--- src/hdl/crls_pkg.sv ---
// Package for the circular record log store.
// Holds item, record and control types plus command and result codes.
// Depends on nothing; crls_ctrl, crls_dp and the top level import it.
package crls_pkg;

  localparam logic [1:0] CMD_APPEND     = 2'd0;
  localparam logic [1:0] CMD_LIST_FIRST = 2'd1;
  localparam logic [1:0] CMD_LIST_NEXT  = 2'd2;
  localparam logic [1:0] CMD_RESERVED   = 2'd3;

  localparam logic [2:0] RES_STORED    = 3'd0;
  localparam logic [2:0] RES_FILTERED  = 3'd1;
  localparam logic [2:0] RES_TOO_LARGE = 3'd2;
  localparam logic [2:0] RES_LISTED    = 3'd3;
  localparam logic [2:0] RES_NONE      = 3'd4;

  localparam logic [6:0] FAC_LOCAL7 = 7'd23;

  typedef struct packed {
    logic [1:0]  cmd;
    logic [14:0] msg_bytes;
    logic [9:0]  priority_req;
    logic [1:0]  source;
    logic [31:0] count;
    logic [13:0] offset;
  } req_item_t;

  typedef struct packed {
    logic [2:0]  status;
    logic [14:0] rec_offset;
    logic [31:0] rec_id;
    logic [14:0] rec_bytes;
    logic [9:0]  rec_priority;
    logic [1:0]  rec_source;
    logic [31:0] discarded;
    logic [31:0] rounds;
  } rsp_item_t;

  typedef struct packed {
    logic [31:0] id;
    logic [14:0] size;
    logic [9:0]  priority_val;
    logic [1:0]  source;
  } slot_rec_t;

  typedef enum logic [3:0] {
    ST_IDLE, ST_DECODE, ST_WRAP_RD, ST_WRAP_UPD, ST_FREE, ST_FREE_UPD,
    ST_L_ADV, ST_L_CHK, ST_L_TEST, ST_DONE
  } ctrl_state_t;

  typedef enum logic [3:0] {
    OP_NOP, OP_CAPTURE, OP_FAIL, OP_SET_NXT, OP_RD_TAIL, OP_RD_ZERO,
    OP_WRAP, OP_RD_FREE, OP_FREE_STEP, OP_STORE, OP_LIST_FIRST,
    OP_RD_START, OP_ADV, OP_CHK, OP_LISTED, OP_EMIT
  } dp_op_t;

  typedef struct packed {
    dp_op_t     op;
    logic [2:0] res;
  } dp_cmd_t;

  typedef struct packed {
    logic [1:0] cmd;
    logic       filtered;
    logic       too_large;
    logic       wrap;
    logic       off_bad;
    logic       free_more;
    logic       limit;
    logic       adv_hit;
    logic       chk_empty;
    logic       id_ok;
    logic       out_busy;
  } dp_stat_t;

endpackage

--- src/hdl/crls_ctrl.sv ---
// Controller state machine of the circular record log store.
// Sequences append and list walks; depends on crls_pkg.
module crls_ctrl
  import crls_pkg::*;
(
  input  logic     clk,
  input  logic     rst,
  input  logic     req_valid,
  output logic     req_stall,
  input  dp_stat_t st,
  output dp_cmd_t  cmd
);

  ctrl_state_t state, state_next;

  always_ff @(posedge clk) begin
    if (rst) begin
      state <= ST_IDLE;
    end else begin
      state <= state_next;
    end
  end

  always_comb begin
    state_next = state;
    cmd.op     = OP_NOP;
    cmd.res    = RES_NONE;
    req_stall  = 1'b1;
    unique case (state)
      ST_IDLE: begin
        req_stall = 1'b0;
        if (req_valid) begin
          cmd.op     = OP_CAPTURE;
          state_next = ST_DECODE;
        end
      end
      ST_DECODE: begin
        if (st.cmd == CMD_APPEND) begin
          if (st.filtered) begin
            cmd.op     = OP_FAIL;
            cmd.res    = RES_FILTERED;
            state_next = ST_DONE;
          end else if (st.too_large) begin
            cmd.op     = OP_FAIL;
            cmd.res    = RES_TOO_LARGE;
            state_next = ST_DONE;
          end else if (st.wrap) begin
            cmd.op     = OP_RD_TAIL;
            state_next = ST_WRAP_RD;
          end else begin
            cmd.op     = OP_SET_NXT;
            state_next = ST_FREE;
          end
        end else if (st.cmd == CMD_LIST_FIRST) begin
          cmd.op     = OP_LIST_FIRST;
          state_next = ST_L_CHK;
        end else if (st.cmd == CMD_LIST_NEXT && !st.off_bad) begin
          cmd.op     = OP_RD_START;
          state_next = ST_L_ADV;
        end else begin
          cmd.op     = OP_FAIL;
          state_next = ST_DONE;
        end
      end
      ST_WRAP_RD: begin
        cmd.op     = OP_RD_ZERO;
        state_next = ST_WRAP_UPD;
      end
      ST_WRAP_UPD: begin
        cmd.op     = OP_WRAP;
        state_next = ST_FREE;
      end
      ST_FREE: begin
        if (st.free_more) begin
          cmd.op     = OP_RD_FREE;
          state_next = ST_FREE_UPD;
        end else begin
          cmd.op     = OP_STORE;
          cmd.res    = RES_STORED;
          state_next = ST_DONE;
        end
      end
      ST_FREE_UPD: begin
        cmd.op     = OP_FREE_STEP;
        state_next = ST_FREE;
      end
      ST_L_ADV: begin
        if (st.limit || st.adv_hit) begin
          cmd.op     = OP_FAIL;
          state_next = ST_DONE;
        end else begin
          cmd.op     = OP_ADV;
          state_next = ST_L_CHK;
        end
      end
      ST_L_CHK: begin
        if (st.chk_empty) begin
          cmd.op     = OP_FAIL;
          state_next = ST_DONE;
        end else begin
          cmd.op     = OP_CHK;
          state_next = ST_L_TEST;
        end
      end
      ST_L_TEST: begin
        if (st.id_ok) begin
          cmd.op     = OP_LISTED;
          cmd.res    = RES_LISTED;
          state_next = ST_DONE;
        end else begin
          state_next = ST_L_ADV;
        end
      end
      ST_DONE: begin
        if (!st.out_busy) begin
          cmd.op     = OP_EMIT;
          state_next = ST_IDLE;
        end
      end
      default: state_next = ST_IDLE;
    endcase
  end

endmodule

--- config.mk ---
export PLATFORM = sky130hd
export DESIGN_NAME = crls_ctrl
export DESIGN_NICKNAME = d
export VERILOG_FILES = /design/src/hdl/crls_pkg.sv /design/src/hdl/crls_ctrl.sv
export SDC_FILE = /design/constraint.sdc
export NUM_CORES = 1
export LEC_CHECK = 0
export BUFFER_PORTS_ARGS = -buffer_cell sky130_fd_sc_hd__buf_2
export CAP_MARGIN = 20
export CORE_AREA = 8 8 47 49
export DETAILED_ROUTE_END_ITERATION = 8
export DIE_AREA = 0 0 55 57
export PLACE_DENSITY = 0.71
export SLEW_MARGIN = 20
export SYNTH_ARGS = -nofsm -noshare
export SYNTH_HDL_FRONTEND = slang
export SYNTH_SLANG_ARGS = --single-unit
--- constraint.sdc ---
create_clock -name clk -period 1.5 [get_ports clk]
set_clock_uncertainty 0.2 [all_clocks]
set_input_delay 0.075 -clock clk [delete_from_list [all_inputs] [get_ports clk]]
set_output_delay 0.075 -clock clk [all_outputs]
set_load 0.1 [all_outputs]
=== Word-level counts from Yosys, hierarchy flattened ===
Cells that the tools add are included.

* Memory bits (writable): 0
* ROM bits: 0
* Register bits: 4
* Latch bits: 0
* Word-level logic and storage cells: 52
* Memories kept: 0

* Divide/modulo/power cells: 0
* Equality and inequality tests: 13
* Magnitude comparators: 0
* Reduce and logical (&&, ||, !) cells: 7
* Add/subtract/negate cells: 0
* Multipliers: 0
* Mux-type cells: 31
* Shifts and indexed selects: 0
* Bitwise logic cells: 0

{| class="wikitable"
|+ Operators with widths
! operator !! number
|-
| $mux W4 || 17
|-
| $pmux W4 S10 || 1
|-
| $pmux W4 S9 || 1
|-
| $mux W3 || 6
|-
| $eq A4 B3 Y1 const B || 4
|-
| $pmux W3 S3 || 1
|-
| $eq A4 B2 Y1 const B || 2
|-
| $eq A4 B4 Y1 const B || 2
|-
| $mux W7 || 1
|-
| $mux W6 || 1
|-
| $eq A4 B1 Y1 const B || 1
|-
| $logic_not A4 Y1 || 1
|-
| $ne A2 B2 Y1 const B || 2
|-
| $mux W1 || 3
|-
| $eq A2 B1 Y1 const B || 1
|-
| $eq A2 B2 Y1 const B || 1
|-
| $logic_not A2 Y1 || 1
|-
| $reduce_and A2 Y1 || 1
|-
| $reduce_or A2 Y1 || 1
|-
| $logic_and A1 B1 Y1 || 1
|-
| $logic_not A1 Y1 || 1
|-
| $logic_or A1 B1 Y1 || 1
|}

=== Logic depth before layout (Yosys ltp) ===
Gate-level depths: netlist of run 1.

* Depth after elaboration: 6
* Depth in mapped cells: 6

=== Worst setup path before layout of run 1 ===
No wires, ideal clock.

* Path kind: register to output
* Start: reg state[0]
* End: out cmd[5] in the netlist's numbering
* Slack: -595 ps
* Arrival: 1820 ps
* Cell stages (with the launch flop): 6
* Required time: 1225 ps
* Path buffers: 2
* Cell sequence: dfxtp_1 > buf_2 > buf_2 > nand4b_1 > a211o_1 > nand3b_1

{| class="wikitable"
|+ RTL lines
! what !! line !! RTL
|-
| start, declared || crls_ctrl.sv:14 || <nowiki>ctrl_state_t state, state_next;</nowiki>
|-
| start signal, assigned || crls_ctrl.sv:20 || <nowiki>state <= state_next;</nowiki>
|-
| end, declared || crls_ctrl.sv:11 || <nowiki>output dp_cmd_t cmd</nowiki>
|}

==> key figures, run 1 <==
Floorplan
  • Die Width: 55 um
  • Starting Density: 0.379
  • Std-Cell Rows: 15
  • Top Ports: 23
  • Die Ht: 57 um
  • Core area: 1580 um^2
  • Die area: 3140 um^2

Clocking
  • CTS Root Cell: clkbuf_4
  • CTS buffer count: 3
  • Clock sinks: 4
  • CTS tree: done
  • CTS Buffer Depth: 2
  • H-tree levels: 1
  • Worst-path clk slew: 0.04 ns
  • Skew-Pair Late Insertion Delay: 0.25 ns

Finish
  • Biggest regs: state: 4 flops
  • Max reg flops: 4
  • N_diodes: 0
  • Final Util: 0.888
  • Final Net Count: 166
  • Most flop-heavy register: state
  • Share of cells above drive strength 1: 0.705
  • Synth-to-Final Area Change: 135%
  • Finished Layout Cells: 166

Global route
  • Initial antenna violation count: 0
  • Pin count of the biggest net entering global routing: 10
  • GRT Util Overall: 0.193
  • Vias in the first global route: 1,025
  • Total gr overflow: 0
  • Global-route wire length before repair: 4640 um

Run
  • MaxCap Viol Count: 0

Min path
  • Hold depth: 4
  • Hold endpoint: state[3]
  • Hold Path Class: primary input to flop
  • Worst Hold Launch: st[0]

Detailed routing
  • Vias: 1,024
  • Final antenna-violating net count: 0
  • Drt drc: 0
  • Initial DRC count: 46
  • Vias per cell: 6.17
  • DRT Wirelength: 3310 um
  • Drt wl/cell: 19.9 um
  • DRT Pass-1 Iters: 6

Critical path
  • Crit-path max FO: 6
  • R2r startpoint: state[3]
  • CP required: 1.22 ns
  • Startpoint types: flop
  • Worst R2R End: state[3]
  • Reg2reg setup slack: -0.26 ns
  • Arr. time, crit path: 1.63 ns
  • CP Class: flop to primary output
  • Worst reg-to-reg path cell count: 7
  • Worst Setup End Kind: primary output

Logic synthesis
  • Synth Cell Area: 597 um^2
  • Syn Nets: 97
  • Sequential area share after synthesis: 0.134
  • Syn Area/Cell: 7.28 um^2
  • Synth Register Bits: 4
  • Post-synth EDFFs: 0
  • Netlist cell types: 39
  • Post-Synthesis Cells: 82
  • Ys flop type: dfxtp_1
  • Yosys Warn Count: 0
  • Post-synth ARST share: 0

Timing
  • Max-slew violations: 0
  • Max-slew headroom: 0.776
  • Final Cycle Share: 1.27
  • Final setup violation count: 12
  • Hold violation count in the final report: 0
  • Slew @ Worst Pin: 0.335 ns
  • Minimum clock period: 1.91 ns
  • Fmax: 524 MHz
  • Final worst slack: -0.408 ns
  • TNS Setup: -3.52 ns
  • RSZ-0062 raised after global routing: yes

Power and ir drop
  • VDD IR-drop max: 3.25 mV
  • Total power: 3590 uW
  • Static leakage: 0.000622 uW
  • PwrDens: 2560 nW/um^2

Place
  • PortBufs: 22
  • Pre-CTS WS: -0.296 ns
  • Detailed Place HPWL: 1830 um
  • GP Congestion: 0.887
  • Placed cells: 146

Status
  • Violated checks: negative setup slack
  • Status: complete, but fails checks
cells in the final DEF, fill, tap and decap left out, types with 2 or more instances in the layout:
cell type / Yosys / routed
dfxtp_4: 0 / 4
buf_6: 0 / 7
nand3b_1: 3 / 3
dlygate4sd3_1: 0 / 2
nand4b_1: 2 / 2
nor2b_1: 4 / 3
clkbuf_4: 0 / 3
nor2_1: 6 / 5
nand2_1: 6 / 3
a211oi_2: 0 / 4
nand3_1: 4 / 2
nand2_2: 0 / 2
a31oi_1: 2 / 2
buf_12: 0 / 8
o21ai_0: 5 / 3
nand2b_1: 6 / 2
inv_1: 2 / 2
a21oi_2: 0 / 3
nand2b_4: 0 / 4
buf_2: 4 / 14
buf_4: 1 / 38
kinds of logic (layout without fill, tap and decap cells):
logic type             after synthesis  count (layout)  synth area share
muxes                                2               2            0.0356
and+or+nand+nor                     42              42             0.463
AOI/OAI and AO/OA                   27              27             0.308
buffers and inverters                7              74            0.0587
DFF                                  4               4             0.134
worst max-delay path, cell delays in order (launching register included):
cell and delay, ns:
dfxtp_4 0.37, buf_4 0.17, nand4b_1 0.19, a211o_1 0.31, nand3b_1 0.15, buf_12 0.19
worst max-delay path by stage:
stage                        start       end  cells past startpoint
after floorplan           state[0]    cmd[5]                      5
after global placement    state[0]    cmd[3]                      4
after detailed placement  state[0]  state[0]                      4
after CTS                 state[2]    cmd[5]                      5
after global routing      state[0]    cmd[2]                      6
final                     state[1]    cmd[5]                      5
layout make-up:
class | count | area (um^2)
fillers | 72 | 176
repair buffers | 69 | 614
clock buffers | 3 | 22.5
flip-flops and latches | 4 | 95.1
well taps | 17 | 21.3
inverters | 2 | 7.51
multi-input cells | 71 | 639
per-stage QoR:
stage               instance area (um^2)  hold WS [ns]
floorplan                            667       -0.0633
global placement                    1080        0.0800
detailed placement                  1080        0.0810
CTS                                 1280        0.0696
global route                        1400         0.168
finish                              1400         0.117
synthesized netlist by cell type, types with 2 or more instances:
cell type	count	area, um^2
nand2_1	6	22.5
a31oi_1	2	12.5
inv_1	2	7.51
nand3b_1	3	22.5
nand4b_1	2	17.5
o21ai_0	5	25.0
a21oi_1	4	20.0
nor2_1	6	22.5
nand3_1	4	20.0
o31ai_1	2	15.0
buf_2	4	20.0
nor2b_1	4	25.0
dfxtp_1	4	80.1
a211oi_1	4	30.0
nand2b_1	6	37.5
power breakdown:
| part | leakage (uW) | switching [uW] | internal (uW) |
|---|---|---|---|
| Sequential | 0.0000356 | 93.8 | 169 |
| Combinational | 0.000572 | 1810 | 1370 |
| Clock | 0.0000138 | 54.2 | 90.2 |
layer usage:
metal  GRT usage  up-vias  wire length [um]
li1            -      451                 -
met1       0.206      479              1310
met2       0.324       79              1600
met3      0.0364       15               281
met4       0.127        0               110
met5           0        -                 0
repair_timing:
| action | in CTS | in global routing |
|---|---|---|
| hold endpoints to repair | 4 | 0 |
| setup buffers | 11 | 4 |
| gates resized for setup | 20 | 24 |
| pin swaps | 18 | 12 |
| hold buffers | 2 | 0 |
| cloned | 0 | 0 |
| setup endpoints to repair | 12 | 12 |
No activity file was read; power rests on OpenSTA's default activity.
==> run 2, diff against run 1 <==
==> constraint.sdc (replaced) <==
create_clock -name clk -period 1.5 [get_ports clk]
set_clock_uncertainty 0.2 [all_clocks]
set_input_delay 0.225 -clock clk [delete_from_list [all_inputs] [get_ports clk]]
set_output_delay 0.225 -clock clk [all_outputs]
set_load 0.1 [all_outputs]
==> key figures, run 2 (synthesized netlist as in run 1, its figures left out) <==
Status
  • Status: complete, but fails checks
  • Violated checks: negative setup slack

Detailed routing
  • Vias: 981
  • DRT Pass-1 Iters: 4
  • Drt drc: 0
  • Drt wl/cell: 17.2 um
  • Vias per cell: 5.95
  • Initial DRC count: 63
  • Final antenna-violating net count: 0
  • DRT Wirelength: 2840 um

Critical path
  • CP max stage cell: dfxtp_4
  • CP Buf/Inv Count: 1
  • Sequence of cells on the critical path: nor2b_2, a32oi_2, o311ai_2, nand3b_1, buf_12
  • Worst Setup End Kind: primary output
  • Startpoint types: flop
  • Cell family with most CP delay: simple AND/OR/NAND/NOR gates
  • Reg2reg setup slack: -0.34 ns
  • Arr. time, crit path: 1.64 ns
  • Crit-path max FO: 8
  • CP required: 1.07 ns
  • Largest stage delay, worst path: 0.38 ns
  • CP Class: flop to primary output

Floorplan
  • Core area: 1580 um^2
  • Die Width: 55 um
  • Die Ht: 57 um
  • Std-Cell Rows: 15
  • Top Ports: 23
  • Starting Density: 0.379
  • Die area: 3140 um^2

Power and ir drop
  • Static leakage: 0.000612 uW
  • Flop pwr share: 0.080
  • Combinational Power Share: 0.874
  • VDD IR-drop max: 2.49 mV
  • NetSw: 1900 uW
  • Clk pwr share: 0.046
  • PwrDens: 2570 nW/um^2
  • Cell Int Power: 1600 uW
  • Switching Share: 0.542

Timing
  • Final worst slack: -0.561 ns
  • RSZ-0062 raised after global routing: yes
  • Fmax: 485 MHz
  • Slew @ Worst Pin: 0.376 ns
  • Minimum clock period: 2.06 ns
  • Final Cycle Share: 1.37
  • Final setup violation count: 12
  • Hold violation count in the final report: 0
  • Max-slew headroom: 0.747
  • Max-slew violations: 0

Clocking
  • CTS Buffer Depth: 2
  • CTS Root Cell: clkbuf_4
  • Worst-path clk slew: 0.04 ns
  • Skew-Pair Late Insertion Delay: 0.25 ns
  • CTS tree: done
  • CTS buffer count: 3
  • H-tree levels: 1
  • Clock sinks: 4

Finish
  • Most flop-heavy register: state
  • Final Util: 0.862
  • Fill cells: 76
  • Final Cell Area: 1360 um^2
  • Synth-to-Final Area Change: 128%
  • Max reg flops: 4
  • N_diodes: 0
  • Biggest regs: state: 4 flops
  • Most frequent cells in the layout: buf_4 (39), buf_2 (14), buf_12 (8)
  • Share of cells above drive strength 1: 0.662
  • Leading cell type in the layout, fill and taps excluded: buf_4
  • Final Net Count: 164

Run
  • MaxCap Viol Count: 0

Global route
  • Vias in the first global route: 940
  • Pin count of the biggest net entering global routing: 11
  • Global-route wire length before repair: 4440 um
  • GRT Util Overall: 0.181
  • Initial antenna violation count: 0
  • Total gr overflow: 0

Place
  • Placed instance area: 1080 um^2
  • Detailed Place HPWL: 1810 um
  • PortBufs: 22
  • GP Congestion: 0.918

Min path
  • Hold Path Class: primary input to flop
==> run 2: cell types whose count changed in the layout (fill, tap and decap cells not counted), sizes merged <==
cell,change
clkbuf,+1
buf,-1
dlygate4sd3,-1
==> run 2: cell type report <==
type                            count  area (um^2)  area share
Inverter                            2         7.51     0.00552
Timing Repair Buffer               67          589       0.434
Clock buffer                        4         26.3      0.0193
Tap cell                           17         21.3      0.0157
Sequential cell                     4         95.1      0.0700
Multi-Input combinational cell     71          619       0.456
==> run 2: final timing paths <==
check	startpoint	endpoint	cells past startpoint
worst max-delay path	state[2]	cmd[5]	5
worst min-delay path	st[5]	state[3]	4
worst max register to register	state[2]	state[0]	7
worst min register to register	state[1]	state[3]	3
==> run 2: per-layer routing <==
metal,up-vias,track usage,share of wire
met3,5,0.0156,0.074
met5,-,0,0
li1,445,-,-
met4,0,0.0412,0.0081
met2,67,0.288,0.51
met1,464,0.250,0.41
==> run 2: timing repair <==
item | CTS | global route
gates resized for setup | 22 | 6
endpoints found under the hold margin | 4 | 0
endpoints found under the setup margin | 12 | 12
hold buffers | 1 | 0
pin swaps | 11 | 8
buffers inserted | 13 | 4
==> run 2: power groups by stage <==
stage                     sequential, uW  combinational [uW]  clock, uW
after floorplan                      225                1680          0
after global placement               290                2440          0
after detailed placement             296                2470          0
after CTS                            267                2910        160
after global routing                 283                3160        165
final                                279                3050        161
==> run 2: worst reg2reg max path, stage by stage, from the launching register on <==
cell and delay (ns):
dfxtp_4 0.38, buf_6 0.13, nor4b_4 0.27, buf_4 0.19, buf_6 0.10, and2b_1 0.15, a21oi_2 0.08, a211oi_2 0.25
==> run 2: stage by stage <==
stage | setup TNS (ns) | std cells | setup WS, ns | hold slack, ns | total power [uW]
final | -4.96 | 165 | -0.561 | 0.260 | 3490
after global routing | -5.70 | 165 | -0.615 | 0.264 | 3610
after detailed placement | -3.04 | 144 | -0.409 | 0.242 | 2770
after CTS | -4.32 | 162 | -0.523 | 0.167 | 3340
after floorplan | -3.05 | 82 | -0.620 | 0.0847 | 1910
after global placement | -2.68 | 144 | -0.385 | 0.237 | 2730
